## src/hw/rtl/spoly_pkg.sv

```systemverilog
// Shared types and constants for the sparse polynomial add/multiply unit.
// Holds the controller state enum and the command/status structs; no dependencies.
`timescale 1ns / 1ps
`default_nettype none

package spoly_pkg;

    localparam int IN_EXP_W  = 7;
    localparam int IN_COEF_W = 16;
    localparam int SUM_W     = IN_COEF_W + 1;
    localparam int PROD_W    = 2 * IN_COEF_W;
    localparam int OUT_EXP_W = 8;
    localparam int COEF_W    = 36;

    localparam logic KIND_SUM  = 1'b0;
    localparam logic KIND_PROD = 1'b1;

    typedef enum logic [2:0] {
        ST_LOAD,
        ST_SUM,
        ST_EMPTY,
        ST_MUL,
        ST_SCAN,
        ST_CHECK,
        ST_EMIT_RD,
        ST_EMIT
    } state_t;

    typedef struct packed {
        logic load_beat;
        logic sum_emit;
        logic mul_start;
        logic mul;
        logic scan_read;
        logic append;
        logic accumulate;
        logic next_k;
        logic emit_read;
        logic emit_load;
        logic empty_load;
    } cmd_t;

    typedef struct packed {
        logic coef_zero;
        logic loading_second;
        logic sum_done;
        logic both_nonempty;
        logic k_at_count;
        logic hit;
        logic last_pair;
        logic emit_last;
        logic out_free;
    } status_t;

endpackage

`default_nettype wire

```

## src/hw/rtl/spoly_dp.sv

```systemverilog
// Datapath: term stores, merge logic, multiplier, product table memory, output register.
// Depends on spoly_pkg; driven by spoly_ctrl through cmd_t, reports through status_t.
`timescale 1ns / 1ps
`default_nettype none

module spoly_dp
    import spoly_pkg::*;
#(
    parameter int MAX_TERMS = 4,
    parameter int EXP_BITS  = 7
) (
    input  logic                        aclk,
    input  logic                        aresetn,
    input  logic [IN_EXP_W-1:0]         s_exponent,
    input  logic signed [IN_COEF_W-1:0] s_coefficient,
    input  logic                        m_ready,
    input  cmd_t                        cmd,
    output status_t                     status,
    output logic                        m_valid,
    output logic                        m_result_kind,
    output logic [OUT_EXP_W-1:0]        m_term_exponent,
    output logic signed [COEF_W-1:0]    m_term_coefficient,
    output logic                        m_last_term,
    output logic                        m_capacity_overflow
);

    localparam int CNT_W      = $clog2(MAX_TERMS + 1);
    localparam int IDX_W      = (MAX_TERMS > 1) ? $clog2(MAX_TERMS) : 1;
    localparam int PROD_DEPTH = MAX_TERMS * MAX_TERMS;
    localparam int PCNT_W     = $clog2(PROD_DEPTH + 1);
    localparam int PIDX_W     = (PROD_DEPTH > 1) ? $clog2(PROD_DEPTH) : 1;
    localparam int PEXP_W     = EXP_BITS + 1;
    localparam int WORD_W     = PEXP_W + COEF_W;

    // term stores
    logic [EXP_BITS-1:0]         fexp_reg  [MAX_TERMS];
    logic signed [IN_COEF_W-1:0] fcoef_reg [MAX_TERMS];
    logic [EXP_BITS-1:0]         sexp_reg  [MAX_TERMS];
    logic signed [IN_COEF_W-1:0] scoef_reg [MAX_TERMS];

    logic [CNT_W-1:0]  fcnt_reg, fcnt_next, scnt_reg, scnt_next;
    logic [CNT_W-1:0]  a_reg, a_next, b_reg, b_next;
    logic [IDX_W-1:0]  i_reg, i_next, j_reg, j_next;
    logic              load2_reg, load2_next, ovf_reg, ovf_next;
    logic [PCNT_W-1:0] pcnt_reg, pcnt_next, k_reg, k_next;
    logic              mv_reg, mv_next;

    logic [PEXP_W-1:0]        pexp_reg;
    logic signed [PROD_W-1:0] prod_reg;

    logic [WORD_W-1:0] ptab_mem [PROD_DEPTH];
    logic [WORD_W-1:0] rd_reg;

    logic                     kind_reg, last_reg, oflag_reg;
    logic [OUT_EXP_W-1:0]     oexp_reg;
    logic signed [COEF_W-1:0] ocoef_reg;

    // combinational
    logic [EXP_BITS+IN_EXP_W-1:0] in_exp_w;
    logic [EXP_BITS-1:0]          in_exp;
    logic                         coef_zero, wr_first, wr_second;
    logic [IDX_W-1:0]             f_idx, s_idx;
    logic [EXP_BITS-1:0]          f_exp, s_exp, sum_exp_sel;
    logic signed [IN_COEF_W-1:0]  f_coef, s_coef;
    logic                         a_left, b_left, take_first, take_both;
    logic signed [SUM_W-1:0]      f_coef_x, s_coef_x, sum_coef;
    logic signed [COEF_W-1:0]     sum_coef_w, prod_w, rd_coef, acc;
    logic [PEXP_W+OUT_EXP_W-1:0]  sum_exp_w, prod_exp_w;
    logic [PEXP_W-1:0]            rd_exp;
    logic                         i_last, j_last, emit_last, clear_run, out_load;
    logic                         mem_we;
    logic [PIDX_W-1:0]            wr_addr;
    logic [WORD_W-1:0]            wr_word;

    assign in_exp_w  = {{EXP_BITS{1'b0}}, s_exponent};
    assign in_exp    = in_exp_w[EXP_BITS-1:0];
    assign coef_zero = (s_coefficient == '0);
    assign wr_first  = cmd.load_beat && !coef_zero && !load2_reg
                       && (fcnt_reg < CNT_W'(MAX_TERMS));
    assign wr_second = cmd.load_beat && !coef_zero && load2_reg
                       && (scnt_reg < CNT_W'(MAX_TERMS));

    // one read index per store: pair walk while multiplying, merge pointers otherwise
    assign f_idx  = cmd.mul ? i_reg : a_reg[IDX_W-1:0];
    assign s_idx  = cmd.mul ? j_reg : b_reg[IDX_W-1:0];
    assign f_exp  = fexp_reg[f_idx];
    assign f_coef = fcoef_reg[f_idx];
    assign s_exp  = sexp_reg[s_idx];
    assign s_coef = scoef_reg[s_idx];

    // merge step: larger exponent first, equal exponents add
    assign a_left     = (a_reg < fcnt_reg);
    assign b_left     = (b_reg < scnt_reg);
    assign take_both  = a_left && b_left && (f_exp == s_exp);
    assign take_first = a_left && (!b_left || (f_exp > s_exp));
    assign f_coef_x   = {f_coef[IN_COEF_W-1], f_coef};
    assign s_coef_x   = {s_coef[IN_COEF_W-1], s_coef};
    assign sum_coef   = take_both ? (f_coef_x + s_coef_x) : (take_first ? f_coef_x : s_coef_x);
    assign sum_coef_w = {{(COEF_W-SUM_W){sum_coef[SUM_W-1]}}, sum_coef};
    assign sum_exp_sel = (take_first || take_both) ? f_exp : s_exp;
    assign sum_exp_w  = {{(OUT_EXP_W+1){1'b0}}, sum_exp_sel};

    // product table access
    assign rd_exp     = rd_reg[WORD_W-1:COEF_W];
    assign rd_coef    = rd_reg[COEF_W-1:0];
    assign prod_w     = {{(COEF_W-PROD_W){prod_reg[PROD_W-1]}}, prod_reg};
    assign acc        = rd_coef + prod_w;
    assign prod_exp_w = {{OUT_EXP_W{1'b0}}, rd_exp};

    assign i_last    = ((CNT_W'(i_reg) + CNT_W'(1)) == fcnt_reg);
    assign j_last    = ((CNT_W'(j_reg) + CNT_W'(1)) == scnt_reg);
    assign emit_last = ((k_reg + PCNT_W'(1)) == pcnt_reg);
    assign clear_run = cmd.empty_load || (cmd.emit_load && emit_last);
    assign out_load  = cmd.sum_emit || cmd.emit_load || cmd.empty_load;

    assign mem_we  = cmd.append || cmd.accumulate;
    assign wr_addr = cmd.append ? pcnt_reg[PIDX_W-1:0] : k_reg[PIDX_W-1:0];
    assign wr_word = cmd.append ? {pexp_reg, prod_w} : {rd_exp, acc};

    always_comb begin
        status.coef_zero      = coef_zero;
        status.loading_second = load2_reg;
        status.sum_done       = !a_left && !b_left;
        status.both_nonempty  = (fcnt_reg != '0) && (scnt_reg != '0);
        status.k_at_count     = (k_reg == pcnt_reg);
        status.hit            = (rd_exp == pexp_reg);
        status.last_pair      = i_last && j_last;
        status.emit_last      = emit_last;
        status.out_free       = !mv_reg || m_ready;
    end

    always_comb begin
        fcnt_next  = fcnt_reg;
        scnt_next  = scnt_reg;
        a_next     = a_reg;
        b_next     = b_reg;
        i_next     = i_reg;
        j_next     = j_reg;
        load2_next = load2_reg;
        ovf_next   = ovf_reg;
        pcnt_next  = pcnt_reg;
        k_next     = k_reg;
        mv_next    = out_load ? 1'b1 : (m_ready ? 1'b0 : mv_reg);

        if (cmd.load_beat) begin
            if (!coef_zero) begin
                if (wr_first) begin
                    fcnt_next = fcnt_reg + CNT_W'(1);
                end else if (wr_second) begin
                    scnt_next = scnt_reg + CNT_W'(1);
                end else begin
                    ovf_next = 1'b1;
                end
            end else if (!load2_reg) begin
                load2_next = 1'b1;
            end
        end
        if (cmd.sum_emit) begin
            a_next = a_reg + CNT_W'(take_first || take_both);
            b_next = b_reg + CNT_W'(!take_first);
        end
        if (cmd.mul_start) begin
            i_next    = '0;
            j_next    = '0;
            pcnt_next = '0;
        end
        if (cmd.mul) begin
            k_next = '0;
        end
        if (cmd.append) begin
            pcnt_next = pcnt_reg + PCNT_W'(1);
        end
        // advance the pair walk, row by row
        if (cmd.append || cmd.accumulate) begin
            k_next = '0;
            if (j_last) begin
                j_next = '0;
                i_next = i_reg + IDX_W'(1);
            end else begin
                j_next = j_reg + IDX_W'(1);
            end
        end
        if (cmd.next_k || (cmd.emit_load && !emit_last)) begin
            k_next = k_reg + PCNT_W'(1);
        end
        if (clear_run) begin
            fcnt_next  = '0;
            scnt_next  = '0;
            a_next     = '0;
            b_next     = '0;
            load2_next = 1'b0;
            ovf_next   = 1'b0;
            pcnt_next  = '0;
            k_next     = '0;
        end
    end

    always_ff @(posedge aclk) begin
        if (!aresetn) begin
            fcnt_reg  <= '0;
            scnt_reg  <= '0;
            a_reg     <= '0;
            b_reg     <= '0;
            i_reg     <= '0;
            j_reg     <= '0;
            load2_reg <= 1'b0;
            ovf_reg   <= 1'b0;
            pcnt_reg  <= '0;
            k_reg     <= '0;
            mv_reg    <= 1'b0;
        end else begin
            fcnt_reg  <= fcnt_next;
            scnt_reg  <= scnt_next;
            a_reg     <= a_next;
            b_reg     <= b_next;
            i_reg     <= i_next;
            j_reg     <= j_next;
            load2_reg <= load2_next;
            ovf_reg   <= ovf_next;
            pcnt_reg  <= pcnt_next;
            k_reg     <= k_next;
            mv_reg    <= mv_next;
        end
    end

    always_ff @(posedge aclk) begin
        if (wr_first) begin
            fexp_reg[fcnt_reg[IDX_W-1:0]]  <= in_exp;
            fcoef_reg[fcnt_reg[IDX_W-1:0]] <= s_coefficient;
        end
        if (wr_second) begin
            sexp_reg[scnt_reg[IDX_W-1:0]]  <= in_exp;
            scoef_reg[scnt_reg[IDX_W-1:0]] <= s_coefficient;
        end
    end

    always_ff @(posedge aclk) begin
        if (cmd.mul) begin
            prod_reg <= PROD_W'(f_coef) * PROD_W'(s_coef);
            pexp_reg <= {1'b0, f_exp} + {1'b0, s_exp};
        end
    end

    always_ff @(posedge aclk) begin
        if (mem_we) begin
            ptab_mem[wr_addr] <= wr_word;
        end
        if (cmd.scan_read || cmd.emit_read) begin
            rd_reg <= ptab_mem[k_reg[PIDX_W-1:0]];
        end
    end

    always_ff @(posedge aclk) begin
        if (cmd.sum_emit) begin
            kind_reg  <= KIND_SUM;
            oexp_reg  <= sum_exp_w[OUT_EXP_W-1:0];
            ocoef_reg <= sum_coef_w;
            last_reg  <= 1'b0;
            oflag_reg <= ovf_reg;
        end else if (cmd.emit_load) begin
            kind_reg  <= KIND_PROD;
            oexp_reg  <= prod_exp_w[OUT_EXP_W-1:0];
            ocoef_reg <= rd_coef;
            last_reg  <= emit_last;
            oflag_reg <= ovf_reg;
        end else if (cmd.empty_load) begin
            kind_reg  <= KIND_PROD;
            oexp_reg  <= '0;
            ocoef_reg <= '0;
            last_reg  <= 1'b1;
            oflag_reg <= ovf_reg;
        end
    end

    assign m_valid             = mv_reg;
    assign m_result_kind       = kind_reg;
    assign m_term_exponent     = oexp_reg;
    assign m_term_coefficient  = ocoef_reg;
    assign m_last_term         = last_reg;
    assign m_capacity_overflow = oflag_reg;

endmodule

`default_nettype wire

```

## src/hw/rtl/spoly_ctrl.sv

```systemverilog
// Controller: state machine that sequences loading, merge, pair walk and product drain.
// Depends on spoly_pkg; talks to spoly_dp only through cmd_t and status_t.
`timescale 1ns / 1ps
`default_nettype none

module spoly_ctrl
    import spoly_pkg::*;
(
    input  logic    aclk,
    input  logic    aresetn,
    input  logic    s_valid,
    input  status_t status,
    output cmd_t    cmd,
    output logic    s_ready
);

    state_t state_reg, state_next;

    always_ff @(posedge aclk) begin
        if (!aresetn) begin
            state_reg <= ST_LOAD;
        end else begin
            state_reg <= state_next;
        end
    end

    always_comb begin
        cmd        = '0;
        state_next = state_reg;
        s_ready    = 1'b0;
        case (state_reg)
            ST_LOAD: begin
                s_ready       = 1'b1;
                cmd.load_beat = s_valid;
                if (s_valid && status.coef_zero && status.loading_second) begin
                    state_next = ST_SUM;
                end
            end
            ST_SUM: begin
                if (status.sum_done) begin
                    if (status.both_nonempty) begin
                        cmd.mul_start = 1'b1;
                        state_next    = ST_MUL;
                    end else begin
                        state_next = ST_EMPTY;
                    end
                end else if (status.out_free) begin
                    cmd.sum_emit = 1'b1;
                end
            end
            ST_EMPTY: begin
                if (status.out_free) begin
                    cmd.empty_load = 1'b1;
                    state_next     = ST_LOAD;
                end
            end
            ST_MUL: begin
                cmd.mul    = 1'b1;
                state_next = ST_SCAN;
            end
            ST_SCAN: begin
                // table walked with no match: append a new entry
                if (status.k_at_count) begin
                    cmd.append = 1'b1;
                    state_next = status.last_pair ? ST_EMIT_RD : ST_MUL;
                end else begin
                    cmd.scan_read = 1'b1;
                    state_next    = ST_CHECK;
                end
            end
            ST_CHECK: begin
                if (status.hit) begin
                    cmd.accumulate = 1'b1;
                    state_next     = status.last_pair ? ST_EMIT_RD : ST_MUL;
                end else begin
                    cmd.next_k = 1'b1;
                    state_next = ST_SCAN;
                end
            end
            ST_EMIT_RD: begin
                cmd.emit_read = 1'b1;
                state_next    = ST_EMIT;
            end
            ST_EMIT: begin
                if (status.out_free) begin
                    cmd.emit_load = 1'b1;
                    state_next    = status.emit_last ? ST_LOAD : ST_EMIT_RD;
                end
            end
            default: begin
                state_next = ST_LOAD;
            end
        endcase
    end

endmodule

`default_nettype wire

```

## src/hw/rtl/sparse_polynomial_add_multiply_unit.sv

```systemverilog
// Top level of the sparse polynomial add/multiply unit.
// Depends on spoly_pkg, spoly_ctrl and spoly_dp.
//
//  channel | ports                                         | direction
//  --------+-----------------------------------------------+-----------
//  s_      | s_valid s_ready s_exponent s_coefficient      | term in
//  m_      | m_valid m_ready m_result_kind m_term_exponent | result out
//          | m_term_coefficient m_last_term                |
//          | m_capacity_overflow                           |
//
// Sequence: term beats are taken first; a run then emits the sum terms and ends the merge,
//   then gives an empty product, or for each of the F*S pairs multiplies and walks the
//   product table entries held through one read port, and then drains the product terms.
// Reset: aresetn empties the term stores and table count and drops a waiting beat.
// Stalls: a full output register with m_ready low holds the run; term beats are taken
//   only between runs, even while the final beat of a run still waits.
`timescale 1ns / 1ps
`default_nettype none

module sparse_polynomial_add_multiply_unit
    import spoly_pkg::*;
#(
    parameter int MAX_TERMS = 4,
    parameter int EXP_BITS  = 7
) (
    input  logic                        aclk,
    input  logic                        aresetn,
    input  logic                        s_valid,
    output logic                        s_ready,
    input  logic [IN_EXP_W-1:0]         s_exponent,
    input  logic signed [IN_COEF_W-1:0] s_coefficient,
    output logic                        m_valid,
    input  logic                        m_ready,
    output logic                        m_result_kind,
    output logic [OUT_EXP_W-1:0]        m_term_exponent,
    output logic signed [COEF_W-1:0]    m_term_coefficient,
    output logic                        m_last_term,
    output logic                        m_capacity_overflow
);

    cmd_t    cmd;
    status_t status;

    // sequencing: loading, merge, pair walk and table drain
    spoly_ctrl u_ctrl (
        .aclk    (aclk),
        .aresetn (aresetn),
        .s_valid (s_valid),
        .status  (status),
        .cmd     (cmd),
        .s_ready (s_ready)
    );

    // storage, arithmetic and the output register
    spoly_dp #(
        .MAX_TERMS (MAX_TERMS),
        .EXP_BITS  (EXP_BITS)
    ) u_dp (
        .aclk                (aclk),
        .aresetn             (aresetn),
        .s_exponent          (s_exponent),
        .s_coefficient       (s_coefficient),
        .m_ready             (m_ready),
        .cmd                 (cmd),
        .status              (status),
        .m_valid             (m_valid),
        .m_result_kind       (m_result_kind),
        .m_term_exponent     (m_term_exponent),
        .m_term_coefficient  (m_term_coefficient),
        .m_last_term         (m_last_term),
        .m_capacity_overflow (m_capacity_overflow)
    );

    // a result beat is loaded only into a free output register
    assert property (@(posedge aclk) disable iff (!aresetn)
        (cmd.sum_emit || cmd.emit_load || cmd.empty_load) |-> status.out_free)
        else $error("result beat loaded over a waiting beat");

    // no run work while term beats are being taken
    assert property (@(posedge aclk) disable iff (!aresetn)
        s_ready |-> !(cmd.sum_emit || cmd.emit_load || cmd.empty_load
                      || cmd.mul || cmd.append || cmd.accumulate))
        else $error("run command issued while loading terms");

    // the final product beat reopens the input channel
    assert property (@(posedge aclk) disable iff (!aresetn)
        (cmd.emit_load && status.emit_last) |=> (s_ready && m_valid && m_last_term))
        else $error("run did not close after its final beat");

endmodule

`default_nettype wire
```

## config.mk

```make
export PLATFORM = sky130hd
export DESIGN_NAME = sparse_polynomial_add_multiply_unit
export DESIGN_NICKNAME = d
export VERILOG_FILES = /design/src/hw/rtl/spoly_pkg.sv /design/src/hw/rtl/spoly_dp.sv /design/src/hw/rtl/spoly_ctrl.sv /design/src/hw/rtl/sparse_polynomial_add_multiply_unit.sv
export SDC_FILE = /design/constraint.sdc
export NUM_CORES = 2
export LEC_CHECK = 0
export BUFFER_PORTS_ARGS = -buffer_cell sky130_fd_sc_hd__buf_2
export CELL_PAD_IN_SITES_DETAIL_PLACEMENT = 1
export CELL_PAD_IN_SITES_GLOBAL_PLACEMENT = 2
export CORE_MARGIN = 2
export CORE_UTILIZATION = 32
export CTS_BUF_LIST = sky130_fd_sc_hd__clkbuf_8
export DETAILED_ROUTE_END_ITERATION = 6
export PLACE_DENSITY_LB_ADDON = 0.1
export SETUP_SLACK_MARGIN = 0.1
export SYNTH_ARGS = -nofsm -noshare
export SYNTH_HDL_FRONTEND = slang
export SYNTH_SLANG_ARGS = --single-unit
```

## constraint.sdc

```tcl
create_clock -name aclk -period 7.1 [get_ports aclk]
set_input_delay 1.42 -clock aclk [delete_from_list [all_inputs] [get_ports aclk]]
set_output_delay 1.42 -clock aclk [all_outputs]
set_load 0.03 [all_outputs]
```

==> summary.md <==
| Metric | Value |
|---|---|
| Status | `complete, but fails checks` |
| Failing checks | `negative setup slack` |
| CP Class | `reg -> reg` |
| Synth top area share | `57.48%` |
| Deepest clock path buffer count | `3` |
| Final period util | `102.9%` |
| Most frequent cells in the layout | `edfxtp_1 (1016), inv_1 (388), nand2_1 (340)` |
| Hold Path Class | `reg -> reg` |
| Syn Std Cell Area | `53080 µm²` |
| Most common cell on crit path | `fa_1` |
| Cell Rows | `149` |
| Commonest non-fill, non-tap cell in the layout | `edfxtp_1` |
| Fin crit period | `7308 ps` |
| Vias | `30990` |
| Setup WS post-layout | `-207.9 ps` |
| Worst path slowest cell | `mux4_2` |
| Num ports | `76` |
| Crit-path max FO | `6` |
| Hold slack | `432.9 ps` |
| WL final | `161200 µm` |
| DIE WIDTH | `411.3 µm` |
| First-pass DRT Iterations | `5` |
| Synth async-reset ratio | `0%` |
| Reg2Reg Depth | `28` |
| Tot GR Track Use | `19.41%` |
| Die area | `169200 µm²` |
| Ranking of synthesized cells by area | `edfxtp_1 (57%), mux4_2 (10%), fa_1 (10%)` |
| Placed inst area | `58350 µm²` |
| Max cap viols | `0` |
| Pin count of the biggest net entering global routing | `121` |
| Final nets | `4436` |
| Design Area, Final | `63200 µm²` |
| Die Y-Extent | `411.3 µm` |
| Worst Hold Depth | `0` |
| PortBufs | `75` |
| Crit path arrival time | `7940 ps` |
| Reg-to-Reg Start | `u_ctrl.state_reg[2]` |
| First-pass GRT wire length | `239500 µm` |
| Power per Cell Area | `378.2 nW/µm²` |
| Crit. End Element | `flop` |
| FF-to-FF setup slack | `-210 ps` |
| Synth Flop Type | `edfxtp_1` |
| Hold Violations, Final | `0` |
| Worst reg2reg endpoint | `u_dp.prod_reg[27]` |
| Critical Path RT | `7730 ps` |
| Routed len/inst | `25.54 µm` |
| Register area share after synthesis | `58.80%` |
| Most area-hungry cell type in the Yosys netlist | `edfxtp_1` |
| Slew headroom | `5.460%` |
| Overflow after GRT | `0` |
| DP Worst Slack | `-370.9 ps` |
| Worst slew pin tran | `1418 ps` |
| Min-Delay Endpoint | `u_dp.m_capacity_overflow` |
| Vias in the first global route | `35030` |
| Syn_nets | `3958` |
| Setup violators final | `8` |
| Antenna violations before repair | `5` |
| Synth cell types | `76` |
| FF+latch count, synth | `1051` |
| RSZ-0062 raised after global routing | `true` |
| Post-DR vias/cell | `4.910` |
| Layout cells sized above 1 | `27.01%` |
| Starting DRT DRC Count | `2169` |
| Max IR drop VDD | `0.0006565 V` |
| Post-synth EDFFs | `1016` |
| Peak Freq | `136.8 MHz` |
| Crit-path max cell delay | `630 ps` |
| CTS Sinks | `1051` |
| RePlAce Congestion | `0.8326` |
| Leak pwr | `23.41 nW` |
| Worst hold start | `u_dp.ovf_reg` |
| Gate Count Post-Synth | `3498` |
| Reg clk slew, reported paths | `60 ps` |
| Post-CTS Hold Fix Bufs | `0` |
| Worst Setup Start Kind | `flop` |
| Final Max Tran Viols | `0` |
| Initial core utilization | `32.21%` |
| Yosys warning total | `0` |
| Total power draw | `23.90 mW` |
| Max FFs per register | `704` |
| Area added between synthesis and finish | `19.07%` |
| Final Util | `38.35%` |
| Remaining antenna violation count | `0` |
| DP Wirelength | `107700 µm` |
| DRC Markers | `0` |
| Cts bufs inserted | `182` |
| H-tree depth | `4` |
| Filler cell count | `16860` |
| Core Footprint | `164800 µm²` |
| Root Driver | `clkbuf_8` |
| CTS tree | `built` |
| Clk_lat worst skew | `920 ps` |
| Setup Skew | `48.63 ps` |
| Syn Area/Cell | `15.18 µm²` |
==> cell families after synthesis <==
group / share of synthesized area [%]
flops: 58.80
simple gates: 6.456
buf+inv: 3.672
fa+ha+maj: 13.95
compound gates: 4.061
mux: 11.21
xor+xnor: 1.848
==> power breakdown <==
part	switching [mW]	leakage, nW	internal (mW)
registers	0.00924	9.49	7.11
clock network	2.55	1.99	2.83
logic	5.72	11.9	5.67
total	8.29	23.4	15.6
==> worst max-delay path, delay by kind of cell (launching register included) <==
kind	cells	cell delay, ps
fa+ha+maj	7	3150
buf+inv	8	890
mux	2	880
simple gates	5	860
compound gates	5	760
flops	1	320
xor+xnor	1	130
==> through the flow <==
stage               instances  setup TNS, ps
finish                   6312          -1106
global route             6312          -3623
CTS                      6289          -1535
detailed placement       5927          -2790
global placement         5927          -3023
floorplan                3498              0
==> how the worst max path moves through the flow <==
stage	cells after the start	slack, ps	end	start
6_report	28	-210	u_dp.prod_reg[27]	u_ctrl.state_reg[2]
5_1_grt	28	-450	u_dp.prod_reg[30]	u_ctrl.state_reg[2]
4_1_cts	31	-240	u_dp.prod_reg[30]	u_ctrl.state_reg[2]
3_5_place_dp	32	-370	u_dp.prod_reg[30]	u_ctrl.state_reg[2]
3_3_place_gp	27	-370	u_dp.prod_reg[31]	u_ctrl.state_reg[2]
2_1_floorplan	26	110	u_dp.prod_reg[31]	u_ctrl.state_reg[2]
==> Yosys cell counts, types with 5 or more instances <==
cell type  count
or2_2          5
clkbuf_1      67
ha_1         168
buf_2         19
nor2b_1       17
nor2_1       223
inv_2          5
or3_1          5
mux2i_1       25
nor4_1         8
nor3b_1        7
nand4_1       11
buf_4          6
o31ai_1        6
a21oi_1      106
buf_1         33
o221ai_1       6
xnor2_1       61
a22o_1        10
nand2_1      357
o21bai_1      10
a21o_1        34
nand2b_1      17
o21ai_2       11
inv_1        360
o21ai_1       10
edfxtp_1    1016
nand3_1       44
o211ai_1       6
a211oi_1       7
fa_1         265
o21ai_0       70
xor2_1        51
and3_1         8
mux4_2       247
buf_6          5
nor3_1        25
dfxtp_1       35
o21a_1        15
and2_1        45
a31oi_1       12
==> repair_timing <==
item                                    CTS  global route
pin swaps                                51            62
buffers inserted                         30            21
endpoints found under the setup margin   16            18
resized for setup                       104           108
gates cloned                              3             1
endpoints found under the hold margin     0             0
==> routing by layer <==
layer | global-route usage, % | vias to the layer above | share of wire, %
met2 | 32.57 | 530 | 49
met3 | 2.761 | 232 | 3.3
met1 | 26.40 | 16530 | 45
met4 | 5.059 | 0 | 2.2
met5 | 0 | - | 0
li1 | - | 13700 | -
==> final cells by class <==
cell class	count	area, µm²	area share, %
Sequential cell	1051	31230	49.41
Multi-Input combinational cell	1950	20780	32.87
Timing Repair Buffer	424	3558	5.630
Tap cell	2189	2739	4.333
Clock buffer	184	2532	4.007
Inverter	367	1385	2.191
Clock inverter	145	979.7	1.550
Antenna cell	2	5.005	0.007919
Note: power is estimated with default switching activity, not from simulation.
